--- src/design/mjd_pkg.sv ---
package mjd_pkg;

  localparam int unsigned CurW   = 16;
  localparam int unsigned TimeW  = 22;
  localparam int unsigned StampW = 32;
  localparam int unsigned PctW   = 7;
  localparam int unsigned ProdW  = CurW + PctW;
  localparam int unsigned CfgIdxW  = 3;
  localparam int unsigned CfgDataW = TimeW;

  localparam logic [PctW-1:0] PctFull = PctW'(100);

  // floor(p / 100) = (p * RecipK) >> RecipShift, exact for p < 2^ProdW
  localparam int unsigned RecipShift = 30;
  localparam int unsigned RecipKW    = 24;
  localparam logic [RecipKW-1:0] RecipK = RecipKW'(((64'd1 << RecipShift) + 64'd99) / 64'd100);
  localparam int unsigned RecipProdW = RecipShift + CurW;

  typedef enum logic [3:0] {
    MS_IDLE        = 4'd0,
    MS_HOME_MAN    = 4'd1,
    MS_HOME_AUTO   = 4'd2,
    MS_PLUNGE_MAN  = 4'd3,
    MS_PLUNGE_AUTO = 4'd4,
    MS_STOP        = 4'd5,
    MS_JAMMED      = 4'd6,
    MS_RESET       = 4'd7,
    MS_RECORD      = 4'd8,
    MS_REPLAY      = 4'd9,
    MS_FILL        = 4'd10,
    MS_POSTFLOW    = 4'd11
  } main_state_e;

  typedef enum logic [2:0] {
    FP_NONE     = 3'd0,
    FP_PLUNGING = 3'd1,
    FP_PLUNGED  = 3'd2,
    FP_HOMING   = 3'd3,
    FP_HOMED    = 3'd4
  } fill_phase_e;

  typedef enum logic [1:0] {
    PF_NONE     = 2'd0,
    PF_STOPPING = 2'd1,
    PF_STARTING = 2'd2,
    PF_COMPLETE = 2'd3
  } post_flow_phase_e;

  typedef enum logic [2:0] {
    ACT_NONE         = 3'd0,
    ACT_JAM          = 3'd1,
    ACT_POSTFLOW     = 3'd2,
    ACT_FILL_PLUNGED = 3'd3,
    ACT_FILL_HOMED   = 3'd4
  } action_e;

  typedef enum logic [CfgIdxW-1:0] {
    CFG_JAM_LIMIT    = 3'd0,
    CFG_PF_LIMIT     = 3'd1,
    CFG_PLUNGE_TIME  = 3'd2,
    CFG_HOMING_TIME  = 3'd3,
    CFG_UNIV_TIME    = 3'd4,
    CFG_PF_ENABLE    = 3'd5
  } cfg_idx_e;

  typedef struct packed {
    logic homing;
    logic plunging;
    logic plunge_auto;
    logic pf_start;
    logic fill_plunge;
    logic fill_home;
  } mode_t;

endpackage

--- src/design/mjd_pre.sv ---
module mjd_pre import mjd_pkg::*; (
  input  logic [3:0]       main_state_i,
  input  logic [2:0]       fill_phase_i,
  input  logic [1:0]       post_flow_phase_i,
  input  logic [PctW-1:0]  torque_pct_i,
  input  logic [CurW-1:0]  jam_limit_i,
  output mode_t            mode_o,
  output logic [ProdW-1:0] product_o
);

  logic [PctW-1:0] scale;

  always_comb begin
    mode_o.homing      = (main_state_i == MS_HOME_MAN) || (main_state_i == MS_HOME_AUTO);
    mode_o.plunging    = (main_state_i == MS_PLUNGE_MAN) || (main_state_i == MS_PLUNGE_AUTO) ||
                         (main_state_i == MS_RECORD);
    mode_o.plunge_auto = (main_state_i == MS_PLUNGE_AUTO);
    mode_o.pf_start    = (main_state_i == MS_POSTFLOW) && (post_flow_phase_i == PF_STARTING);
    mode_o.fill_plunge = (main_state_i == MS_FILL) && (fill_phase_i == FP_PLUNGING);
    mode_o.fill_home   = (main_state_i == MS_FILL) && (fill_phase_i == FP_HOMING);
  end

  assign scale     = (torque_pct_i <= PctFull) ? (PctFull - torque_pct_i) : '0;
  assign product_o = ProdW'(jam_limit_i) * ProdW'(scale);

endmodule

--- src/design/motor_jam_detector.sv ---
// Channel | Direction | Handshake               | Payload
// poll    | in        | in_valid_i / in_stall_o | now_ms_i, read_ok_i, current_ma_i, drive_fault_i,
//         |           |                         | main_state_i, fill_phase_i, post_flow_phase_i,
//         |           |                         | torque_pct_i
// result  | out       | out_valid_o / out_stall_i | action_o, over_limit_o, active_limit_ma_o
// config  | in        | cfg_we_i                | cfg_idx_i, cfg_data_i
//
// One item per cycle sustained while the output is not stalled.
// Stages: input register, jam x scale product, reciprocal divide by 100 + timer logic.
// rst_ni clears valids, the over-limit timer and all config registers.
// A stalled output holds; stages behind it keep filling until all are full.
module motor_jam_detector import mjd_pkg::*; (
  input  logic                clk_i,
  input  logic                rst_ni,
  input  logic                in_valid_i,
  output logic                in_stall_o,
  input  logic [StampW-1:0]   now_ms_i,
  input  logic                read_ok_i,
  input  logic [CurW-1:0]     current_ma_i,
  input  logic                drive_fault_i,
  input  logic [3:0]          main_state_i,
  input  logic [2:0]          fill_phase_i,
  input  logic [1:0]          post_flow_phase_i,
  input  logic [PctW-1:0]     torque_pct_i,
  output logic                out_valid_o,
  input  logic                out_stall_i,
  output logic [2:0]          action_o,
  output logic                over_limit_o,
  output logic [CurW-1:0]     active_limit_ma_o,
  input  logic                cfg_we_i,
  input  logic [CfgIdxW-1:0]  cfg_idx_i,
  input  logic [CfgDataW-1:0] cfg_data_i
);

  // config
  logic [CurW-1:0]  jam_lim_q, pf_lim_q;
  logic [TimeW-1:0] plunge_t_q, homing_t_q, univ_t_q;
  logic             pf_en_q;

  // stage 1
  logic              s1_vld_q;
  logic [StampW-1:0] s1_now_q;
  logic              s1_ok_q, s1_fault_q;
  logic [CurW-1:0]   s1_cur_q;
  logic [3:0]        s1_ms_q;
  logic [2:0]        s1_fp_q;
  logic [1:0]        s1_pf_q;
  logic [PctW-1:0]   s1_tq_q;

  // stage 2
  logic              s2_vld_q;
  logic [StampW-1:0] s2_now_q;
  logic              s2_ok_q, s2_fault_q;
  logic [CurW-1:0]   s2_cur_q;
  mode_t             s2_mode_q;
  logic [ProdW-1:0]  s2_prod_q;

  // output
  logic              out_vld_q;
  action_e           act_q;
  logic              ovl_q;
  logic [CurW-1:0]   lim_q;

  // timer state
  logic              armed_q, armed_d;
  logic [StampW-1:0] start_q, start_d;

  logic ready_out, ready2, ready1, accept, adv1, adv2;

  mode_t            s1_mode;
  logic [ProdW-1:0] s1_prod;

  logic [RecipProdW-1:0] recip_prod;
  logic [CurW-1:0]       scaled_lim;
  logic                  run;
  logic [CurW-1:0]       lim;
  logic [StampW-1:0]     elapsed;
  logic [TimeW-1:0]      target;
  action_e               act_d;
  logic [CurW-1:0]       lim_d;

  assign ready_out  = !out_vld_q || !out_stall_i;
  assign adv2       = s2_vld_q && ready_out;
  assign ready2     = !s2_vld_q || ready_out;
  assign adv1       = s1_vld_q && ready2;
  assign ready1     = !s1_vld_q || ready2;
  assign accept     = in_valid_i && ready1;
  assign in_stall_o = !ready1;

  always_ff @(posedge clk_i or negedge rst_ni) begin
    if (!rst_ni) begin
      jam_lim_q  <= '0;
      pf_lim_q   <= '0;
      plunge_t_q <= '0;
      homing_t_q <= '0;
      univ_t_q   <= '0;
      pf_en_q    <= 1'b0;
    end else if (cfg_we_i) begin
      case (cfg_idx_i)
        CFG_JAM_LIMIT:   jam_lim_q  <= cfg_data_i[CurW-1:0];
        CFG_PF_LIMIT:    pf_lim_q   <= cfg_data_i[CurW-1:0];
        CFG_PLUNGE_TIME: plunge_t_q <= cfg_data_i;
        CFG_HOMING_TIME: homing_t_q <= cfg_data_i;
        CFG_UNIV_TIME:   univ_t_q   <= cfg_data_i;
        CFG_PF_ENABLE:   pf_en_q    <= cfg_data_i[0];
        default: ;
      endcase
    end
  end

  mjd_pre u_pre (
    .main_state_i      (s1_ms_q),
    .fill_phase_i      (s1_fp_q),
    .post_flow_phase_i (s1_pf_q),
    .torque_pct_i      (s1_tq_q),
    .jam_limit_i       (jam_lim_q),
    .mode_o            (s1_mode),
    .product_o         (s1_prod)
  );

  assign recip_prod = RecipProdW'(s2_prod_q) * RecipProdW'(RecipK);
  assign scaled_lim = recip_prod[RecipProdW-1:RecipShift];

  always_comb begin
    run = s2_mode_q.homing || s2_mode_q.plunging || s2_mode_q.pf_start ||
          s2_mode_q.fill_plunge || s2_mode_q.fill_home;
    if (s2_mode_q.pf_start) begin
      lim = pf_lim_q;
    end else if (s2_mode_q.plunging || s2_mode_q.fill_plunge) begin
      lim = scaled_lim;
    end else begin
      lim = jam_lim_q;
    end
    target  = (s2_mode_q.plunging || s2_mode_q.pf_start || s2_mode_q.fill_plunge) ?
              plunge_t_q : homing_t_q;
    start_d = armed_q ? start_q : s2_now_q;
    elapsed = s2_now_q - start_d;

    armed_d = armed_q;
    act_d   = ACT_NONE;
    lim_d   = '0;
    priority if (!s2_ok_q) begin
      act_d = ACT_NONE;
    end else if (s2_fault_q) begin
      act_d = ACT_JAM;
    end else if (!run) begin
      armed_d = 1'b0;
    end else if (s2_cur_q < lim) begin
      armed_d = 1'b0;
      lim_d   = lim;
    end else begin
      armed_d = 1'b1;
      lim_d   = lim;
      if (elapsed > StampW'(univ_t_q)) begin
        act_d = ACT_JAM;
      end else if ((target != '0) && (elapsed > StampW'(target))) begin
        priority if (s2_mode_q.plunge_auto && pf_en_q) begin
          act_d = ACT_POSTFLOW;
        end else if (s2_mode_q.fill_plunge) begin
          act_d   = ACT_FILL_PLUNGED;
          armed_d = 1'b0;
        end else if (s2_mode_q.fill_home) begin
          act_d   = ACT_FILL_HOMED;
          armed_d = 1'b0;
        end else begin
          act_d = ACT_JAM;
        end
      end
    end
  end

  always_ff @(posedge clk_i or negedge rst_ni) begin
    if (!rst_ni) begin
      s1_vld_q  <= 1'b0;
      s2_vld_q  <= 1'b0;
      out_vld_q <= 1'b0;
      armed_q   <= 1'b0;
      start_q   <= '0;
    end else begin
      s1_vld_q  <= accept || (s1_vld_q && !adv1);
      s2_vld_q  <= adv1 || (s2_vld_q && !adv2);
      out_vld_q <= adv2 || (out_vld_q && !ready_out);
      if (adv2) begin
        armed_q <= armed_d;
        start_q <= start_d;
      end
    end
  end

  always_ff @(posedge clk_i) begin
    if (accept) begin
      s1_now_q   <= now_ms_i;
      s1_ok_q    <= read_ok_i;
      s1_cur_q   <= current_ma_i;
      s1_fault_q <= drive_fault_i;
      s1_ms_q    <= main_state_i;
      s1_fp_q    <= fill_phase_i;
      s1_pf_q    <= post_flow_phase_i;
      s1_tq_q    <= torque_pct_i;
    end
    if (adv1) begin
      s2_now_q   <= s1_now_q;
      s2_ok_q    <= s1_ok_q;
      s2_fault_q <= s1_fault_q;
      s2_cur_q   <= s1_cur_q;
      s2_mode_q  <= s1_mode;
      s2_prod_q  <= s1_prod;
    end
    if (adv2) begin
      act_q <= act_d;
      ovl_q <= armed_d;
      lim_q <= lim_d;
    end
  end

  assign out_valid_o       = out_vld_q;
  assign action_o          = act_q;
  assign over_limit_o      = ovl_q;
  assign active_limit_ma_o = lim_q;

  a_fill_disarms: assert property (@(posedge clk_i) disable iff (!rst_ni)
    out_vld_q && ((act_q == ACT_FILL_PLUNGED) || (act_q == ACT_FILL_HOMED)) |-> !ovl_q)
    else $error("fill advance left timer armed");

  a_postflow_armed: assert property (@(posedge clk_i) disable iff (!rst_ni)
    out_vld_q && (act_q == ACT_POSTFLOW) |-> ovl_q)
    else $error("post-flow request without armed timer");

  a_state_holds: assert property (@(posedge clk_i) disable iff (!rst_ni)
    !adv2 |=> $stable(armed_q) && $stable(start_q))
    else $error("timer state changed without an item");

  a_full_stalls: assert property (@(posedge clk_i) disable iff (!rst_ni)
    s1_vld_q && s2_vld_q && out_vld_q && out_stall_i |-> in_stall_o)
    else $error("input taken while pipeline full");

  a_out_from_s2: assert property (@(posedge clk_i) disable iff (!rst_ni)
    $rose(out_vld_q) |-> $past(s2_vld_q))
    else $error("result without an item in flight");

endmodule
--- config.mk ---
export PLATFORM = sky130hd
export DESIGN_NAME = motor_jam_detector
export DESIGN_NICKNAME = d
export VERILOG_FILES = /design/src/design/mjd_pkg.sv /design/src/design/mjd_pre.sv /design/src/design/motor_jam_detector.sv
export SDC_FILE = /design/constraint.sdc
export NUM_CORES = 1
export LEC_CHECK = 0
export ABC_AREA = 1
export BUFFER_PORTS_ARGS = -buffer_cell sky130_fd_sc_hd__buf_2
export CAP_MARGIN = 40
export CORE_MARGIN = 1.5
export CORE_UTILIZATION = 50
export CTS_CLUSTER_DIAMETER = 100
export DETAILED_ROUTE_END_ITERATION = 7
export PLACE_DENSITY_LB_ADDON = 0.12
export SYNTH_ARGS = -nofsm -noshare
export SYNTH_HDL_FRONTEND = slang
export SYNTH_SLANG_ARGS = --single-unit
--- constraint.sdc ---
create_clock -name clk_i -period 8.9 [get_ports clk_i]
set_input_delay 0.89 -clock clk_i [delete_from_list [all_inputs] [get_ports clk_i]]
set_output_delay 0.89 -clock clk_i [all_outputs]
set_load 0.01 [all_outputs]
Word level (Yosys, flattened, before mapping)
Cells that the tools add are included.

operators by class
  add/sub/neg operators = 2
  equality and inequality tests = 15
  muxes and demuxes = 22
  multipliers = 2
  magnitude comparators = 4
  bitwise gates (word level) = 3
  reduce and logical (&&, ||, !) cells = 46

operator list
  operator                                                               count
  32-bit by 22-bit > comparator with 1-bit output                        2
  23-bit by 24-bit multiplier with 46-bit output, second input constant  1
  16-bit two-way mux                                                     2
  32-bit two-way mux                                                     1
  32-bit subtractor                                                      1
  16-bit by 7-bit multiplier with 23-bit output                          1
  22-bit two-way mux                                                     1
  22-bit nonzero test                                                    1
  1-bit logical OR                                                       16
  16-bit < comparator                                                    1
  1-bit two-way mux                                                      14
  4-bit equality test, second input constant                             3
  2-bit AND reduction                                                    6
  1-bit logical AND                                                      11
  3-bit by 2-bit equality test with 1-bit output, second input constant  3
  4-bit by 2-bit equality test with 1-bit output, second input constant  2
  1-bit zero test                                                        8
  8-bit OR reduction                                                     1
  7-bit less-or-equal comparator, second input constant                  1
  7-bit two-way mux                                                      1
  7-bit subtractor, first input constant                                 1
  3-bit by 1-bit equality test with 1-bit output, second input constant  2
  3-bit equality test, second input constant                             2
  6-bit OR reduction                                                     1
  other kinds (8)                                                        11

storage, ports and cells
  input bits = 96
  register bits = 300
  word-level logic and storage cells = 129
  output and inout port bits = 22

Depth between registers and ports, before layout
Gate-level depths: netlist of the first run.

  depth in word-level cells = 11
  depth in mapped cells = 40
  gate-level depth less buffers = 40

Modules after synthesis
From an unflattened synthesis of the first run, not the netlist that was laid out.

second synthesis, totals
  cell total of the unflattened synthesis = 3090
  area total of the unflattened synthesis = 28015.6 um^2

by module, submodules not included
  module              times used  seq. area each (um^2)  cells an instance  area each (um^2)
  motor_jam_detector  1           8333.0                 2477               23998.0
  mjd_pre             1           0.0                    613                4017.6

Least setup slack after synthesis of the first run
OpenSTA, ideal clock, no wires.

  kind = register -> register
  from = register s2_prod_q[6]
  to = register act_q[1] (netlist: action_o[1]) (data pin)
  clock period less this slack = 7100 ps
  cell stages (with the launch flop) = 34
  data required time = 8644 ps
  arrival time = 6845 ps
  library setup time = 256 ps
  slack = 1800 ps
  path buffers = 0
  cells stage by stage = edfxtp_1 fa_1 fa_1 inv_1 fa_1 fa_1 inv_1 fa_1 fa_1 inv_1 fa_1 inv_1 ha_1 a21oi_1 nor2_1 nor2_1 o21ai_0 a21oi_1 o21ai_0 a21o_1 nand2_1 nand2_1 a21oi_1 o21ai_0 a22oi_1 ha_1 nand2_1 inv_1 nand3_1 a31oi_1 a2111oi_0 nand2_1 nand4_1 nor2_1

between the ends
  cells in the longest elaborated chain, start to end = 5

RTL lines
  what                                            line                       source
  start, declared                                 motor_jam_detector.sv:56   logic [ProdW-1:0] s2_prod_q;
  start signal, assigned                          motor_jam_detector.sv:207  s2_prod_q <= s1_prod;
  23-bit by 24-bit multiplier with 46-bit output  motor_jam_detector.sv:121  assign recip_prod = RecipProdW'(s2_prod_q) * RecipProdW'(RecipK);
  16-bit two-way mux                              motor_jam_detector.sv:129  end else if (s2_mode_q.plunging || s2_mode_q.fill_plunge) begin
  16-bit two-way mux                              motor_jam_detector.sv:127  if (s2_mode_q.pf_start) begin
  16-bit < comparator                             motor_jam_detector.sv:148  end else if (s2_cur_q < lim) begin
  6-bit OR reduction (no source line)             -
  end signal, assigned                            motor_jam_detector.sv:210  act_q <= act_d;
  end, declared                                   motor_jam_detector.sv:60   action_e act_q;

No other way between the ends.
A chain may end at the register's enable or synchronous reset.

Worst setup path after layout of the first run
  from = register s2_prod_q[16]
  to = register act_q[1] (netlist: action_o[1]) (data pin)

Same word-level chain as after synthesis.

==> results.py, run 1 <==
metrics = {
    "status": {
        "status": "completed",
    },
    "sta": {
        "finalClockSkew_ps": 22.4,
        "fin_crit_sh_pct": 91.7,
        "fmax_mhz": 122,
        "finalSetupViolCount": 0,
        "tightest_slew_ps": 861,
        "setup_tns_ps": 0,
        "finalMaxSlewViolations": 0,
        "hold_viol_final": 0,
        "relSlewSlack_pct": 41.9,
        "grt_setup_unrepaired": "false",
        "post-route-min-period_ps": 8170,
    },
    "clock_tree": {
        "numCtsBuffers": 37,
        "clk_pin_slew_ps": 60,
        "cts-root-buf": "clkbuf_16",
        "clk_path_buf_depth": 3,
        "cts_tree": "done",
        "clkLatencyLatePin_ps": 560,
        "cts.sinks": 300,
        "cts-resized-gates": 0,
        "cts_max_level": 2,
        "cts_setup_buffers": 0,
        "cts_hold_buf": 0,
    },
    "final_layout": {
        "n_antenna_cell": 0,
        "multi_input_area_um2": 16700,
        "layout-drive-gt1-share_pct": 7.71,
        "areaGrowthSynthToFinish_pct": 10.2,
        "postLayoutCoreUtil_pct": 55.9,
        "nNetsFinal": 3799,
        "seq_area_um2": 8330,
        "nFillCells": 4863,
        "instances_no_fill": 3794,
    },
    "die": {
        "io_pins": 118,
        "die_area_um2": 56400,
        "die_y_um": 237,
        "core_area_um2": 54100,
        "die_width_um": 237,
        "std_cell_rows": 85,
        "initial_utilization_pct": 50.8,
    },
    "global_routing": {
        "antenna_found_initial": 3,
        "grt_usage_pct": 26.7,
        "grt_first_pass_wirelength_um": 116000,
        "grt_max_degree": 67,
        "globalRouteOverflowTotal": 0,
        "grt_pass1_vias": 20900,
    },
    "worst_setup_path": {
        "critPathKind": "flip-flop to flip-flop",
        "ff2ff_path_depth": 35,
        "critPathLaunch": "s2_prod_q[16]",
        "crit_end": "action_o[1]",
        "crit_fanout": 7,
        "max_stage_delay_ps": 610,
        "worstReg2RegStart": "s2_prod_q[16]",
        "critPathSlowestCell": "edfxtp_1",
        "rrSetupSlack_ps": 730,
        "required_ps": 9210,
        "arrival_ps": 8480,
        "end_kind": "flip-flop",
        "worstReg2RegEnd": "action_o[1]",
        "crit_top_cell": "inv_1",
        "cp-start-kind": "flip-flop",
    },
    "route": {
        "drc_errors": 0,
        "wire_per_inst_um": 19.0,
        "top_layer": "met5",
        "dr.first_iter.drc_count": 1174,
        "dr_wl_met2_um": 32000,
        "dr.pass1.iters": 5,
        "viasPerCell": 5.31,
        "met3_length_um": 4320,
        "drt-met1-wl_um": 34000,
        "vias": 20100,
        "wl_um": 72200,
        "postRouteAntennaNets": 0,
    },
    "min_path": {
        "holdCritPathClass": "input port to asynchronous set/reset pin",
    },
    "logic_synthesis": {
        "yosys.cell_count.top_type": "inv_1",
        "synth_edf_count": 165,
        "ys_seq_area_share_pct": 30.3,
        "synth_cells": 2947,
        "synth_fp_nets": 3677,
        "yosys-top-cells-area": "fa_1, edfxtp_1, ha_1",
        "yosys-top-cells-count": "inv_1, nand2_1, ha_1",
        "syn_area_per_cell_um2": 9.33,
        "synth_flop_cell": "edfxtp_1",
        "ys.warnings.count": 0,
        "synth_top_area_cell": "fa_1",
        "synth_cell_types": 57,
        "synth_seq_cells": 300,
        "synth_area_um2": 27500,
        "synthArstFlopShare_pct": 45.0,
        "yosysTopAreaCellShare_pct": 19.2,
    },
    "placement": {
        "dp.cells": 3725,
        "place.gp.congestion": 0.962,
        "hpwlAfterDp_um": 59700,
        "port_buffers": 117,
    },
    "job": {
        "maxCapViolations": 0,
    },
}
-- through the flow --
stage	cell area, um^2	hold slack [ps]	setup slack [ps]
after floorplan	27500	400	1800
after global placement	28800	401	989
after detailed placement	28900	405	810
after CTS	30300	335	743
after global routing	30300	382	237
final	30300	344	735
-- sequential cells by signal, indices dropped and copies added (netlist names), 2 cells and up, named ones only --
| name | flops |
|---|---|
| s2_mode_q | 6 |
| s1_now_q | 32 |
| s1_pf_q | 2 |
| s1_fp_q | 3 |
| s2_prod_q | 23 |
| s2_cur_q | 16 |
| s2_now_q | 32 |
| start_q | 32 |
| active_limit_ma_o | 16 |
| homing_t_q | 22 |
| action_o | 3 |
| plunge_t_q | 22 |
| s1_ms_q | 4 |
| jam_lim_q | 16 |
| pf_lim_q | 16 |
| s1_cur_q | 16 |
| univ_t_q | 22 |
| s1_tq_q | 7 |
-- routing by layer --
metal  up-vias  GRT usage [%]
met3        99           5.18
met2       533           41.6
li1       9740              -
met1      9769           38.2
met5         -              0
met4         4           7.04
-- worst min-delay path by stage --
stage	end	from	slack (ps)
2_1_floorplan	s2_cur_q[0]	s1_cur_q[0]	400
6_report	start_q[19]	rst_ni	340
3_5_place_dp	s2_cur_q[10]	s1_cur_q[10]	400
3_3_place_gp	s2_now_q[0]	s1_now_q[0]	400
4_1_cts	start_q[19]	rst_ni	330
5_1_grt	start_q[19]	rst_ni	380
-- cell usage in the layout, fill, tap and decap left out, types with 8 or more instances in the layout --
cell and count:
nand3_1 60, nand2_1 512, dfrtp_1 134, edfxtp_1 165, nor2_1 185, buf_4 10
o21bai_1 10, fa_1 263, o21ai_1 18, o21ai_0 181, buf_2 116, a22oi_1 12
a21oi_1 145, nand4_1 19, mux2i_1 51, nand2_2 8, ha_1 371, clkbuf_16 40
nor3_1 13, xor2_1 40, a21o_1 15, xnor2_1 14, inv_1 587
-- final cells by class --
type	count	area share, %
Multi-Input combinational cell	2002	55.2
Inverter	595	7.38
Clock inverter	15	0.702
Timing Repair Buffer	133	2.62
Sequential cell	300	27.5
Tap cell	696	2.88
Clock buffer	53	3.66
-- critical path: cells and delay by family (launching register included) --
kind	cells	cell delay, ps
fa+ha+maj	9	4170
simple gates	13	1710
compound gates	4	810
buf+inv	9	620
flops	1	610
-- kinds of logic after synthesis --
group                      Yosys count  share of synthesized area [%]
AOI/OAI and AO/OA                  429                           8.67
xor gates and xnor gates            55                           1.78
adders and majority gates          634                           36.0
buffers and inverters              645                           8.87
DFF                                300                           30.3
muxes                               51                           1.86
and+or+nand+nor                    833                           12.5
Power of run 1 is left out: the tool's default activity adds up to more than one toggle a clock period on the data nets, which glitch-free logic cannot reach.
==> inputs of run 2 (changes only) <==
--- a/config.mk
+++ b/config.mk
@@ -13,6 +13,7 @@
 export CTS_CLUSTER_DIAMETER = 100
 export DETAILED_ROUTE_END_ITERATION = 7
 export PLACE_DENSITY_LB_ADDON = 0.12
+export REMOVE_ABC_BUFFERS = 1
 export SYNTH_ARGS = -nofsm -noshare
 export SYNTH_HDL_FRONTEND = slang
 export SYNTH_SLANG_ARGS = --single-unit
==> run 2 against run 1 <==
Net effect:
- critical path type unchanged
- maximum frequency grew 0.93%
- clock skew increased by 23 ps
- flip-flop and latch count unchanged
- register-to-register slack gained 80 ps
- core utilization is 0.090 points lower
- final cell count stayed put
- setup slack better by 75 ps
- critical path depth stayed put
==> results.py, run 2 (synthesis results as in run 1) <==
metrics = {
    "global_routing": {
        "grt_max_degree": 64,
        "grt_pass1_vias": 21000,
        "grt_first_pass_wirelength_um": 120000,
        "globalRouteOverflowTotal": 0,
        "grt_usage_pct": 28.1,
        "antenna_found_initial": 0,
    },
    "sta": {
        "grt_setup_unrepaired": "false",
        "hold_viol_final": 0,
        "tightest_slew_ps": 820,
        "fin_crit_sh_pct": 90.9,
        "finalSetupViolCount": 0,
        "finalClockSkew_ps": 45.6,
        "post-route-min-period_ps": 8090,
        "finalMaxSlewViolations": 0,
        "relSlewSlack_pct": 45.4,
        "setup_tns_ps": 0,
        "fmax_mhz": 124,
    },
    "die": {
        "initial_utilization_pct": 50.8,
        "io_pins": 118,
        "die_y_um": 237,
        "core_area_um2": 54100,
        "die_area_um2": 56400,
        "die_width_um": 237,
        "std_cell_rows": 85,
    },
    "final_layout": {
        "n_antenna_cell": 0,
        "postLayoutCoreUtil_pct": 55.9,
        "nNetsFinal": 3799,
        "reg_top3": "s1_now_q x32, s2_now_q x32, start_q x32",
        "areaGrowthSynthToFinish_pct": 9.98,
        "final_common_cell": "inv_1",
        "final_cell_mix": "inv_1, nand2_1, ha_1",
        "layout-drive-gt1-share_pct": 7.59,
    },
    "job": {
        "maxCapViolations": 0,
    },
    "route": {
        "viasPerCell": 5.35,
        "postRouteAntennaNets": 0,
        "wire_per_inst_um": 19.9,
        "dr.pass1.iters": 7,
        "wl_um": 75600,
        "drc_errors": 0,
        "dr.first_iter.drc_count": 1490,
        "vias": 20300,
    },
    "clock_tree": {
        "cts-root-buf": "clkbuf_16",
        "numCtsBuffers": 37,
        "clk_pin_slew_ps": 60,
        "clkLatencyLatePin_ps": 590,
        "cts_hold_buf": 0,
        "cts.sinks": 300,
        "cts_max_level": 2,
        "cts_tree": "done",
        "clk_path_buf_depth": 3,
    },
    "min_path": {
        "holdCritPathClass": "input port to asynchronous set/reset pin",
    },
    "worst_setup_path": {
        "cp-start-kind": "flip-flop",
        "critPathSlowestCell": "fa_1",
        "path_buf_inv": 9,
        "max_stage_delay_ps": 610,
        "path_delay_family": "adder cells",
        "arrival_ps": 8410,
        "end_kind": "flip-flop",
        "critPathKind": "flip-flop to flip-flop",
        "crit_fanout": 6,
        "crit_top_cell": "inv_1",
        "required_ps": 9220,
    },
    "placement": {
        "port_buffers": 117,
        "hpwlAfterDp_um": 63600,
        "place.gp.congestion": 0.974,
    },
    "status": {
        "status": "completed",
    },
}
## run 2: final cells by class
class                           count  area [um^2]
Multi-Input combinational cell   2002        16700
Tap cell                          696          871
Sequential cell                   300         8330
Fill cell                        4868        23900
Timing Repair Buffer              133          805
Inverter                          595         2230
Clock inverter                     21          267
Clock buffer                       47          993
## run 2: path summary, 6_finish.rpt
check	start	endpoint	slack, ps	cells past startpoint
max	s2_prod_q[14]	action_o[1]	810	35
min	rst_ni	homing_t_q[20]	280	1
max reg2reg	s2_prod_q[14]	action_o[1]	810	35
max in group asynchronous	rst_ni	armed_q	7390	3
min in group clk_i	s1_cur_q[1]	s2_cur_q[1]	420	0
min reg2reg	s1_cur_q[1]	s2_cur_q[1]	420	0
## run 2: repair_timing
action                                  in CTS  in global routing
buffers inserted                             0                  0
resized for setup                            0                  1
endpoints found under the setup margin       0                  3
## run 2: metal layers
layer	wire (um)	global-route usage, %	up-vias
li1	-	-	9759
met1	35200	40.2	9898
met2	34200	44.6	529
met3	4220	3.99	102
met4	2040	7.97	0
met5	0	0	-
## run 2: through the flow
step                setup slack (ps)  cell area [um^2]  instances  hold WS [ps]
global route                     115             30200       3794           320
finish                           810             30200       3794           278
CTS                              649             30200       3794           282
detailed placement               667             29000       3726           405
global placement                 834             28800       3720           402
floorplan                       1790             27300       2897           400
Power of run 2 is left out for the same reason.
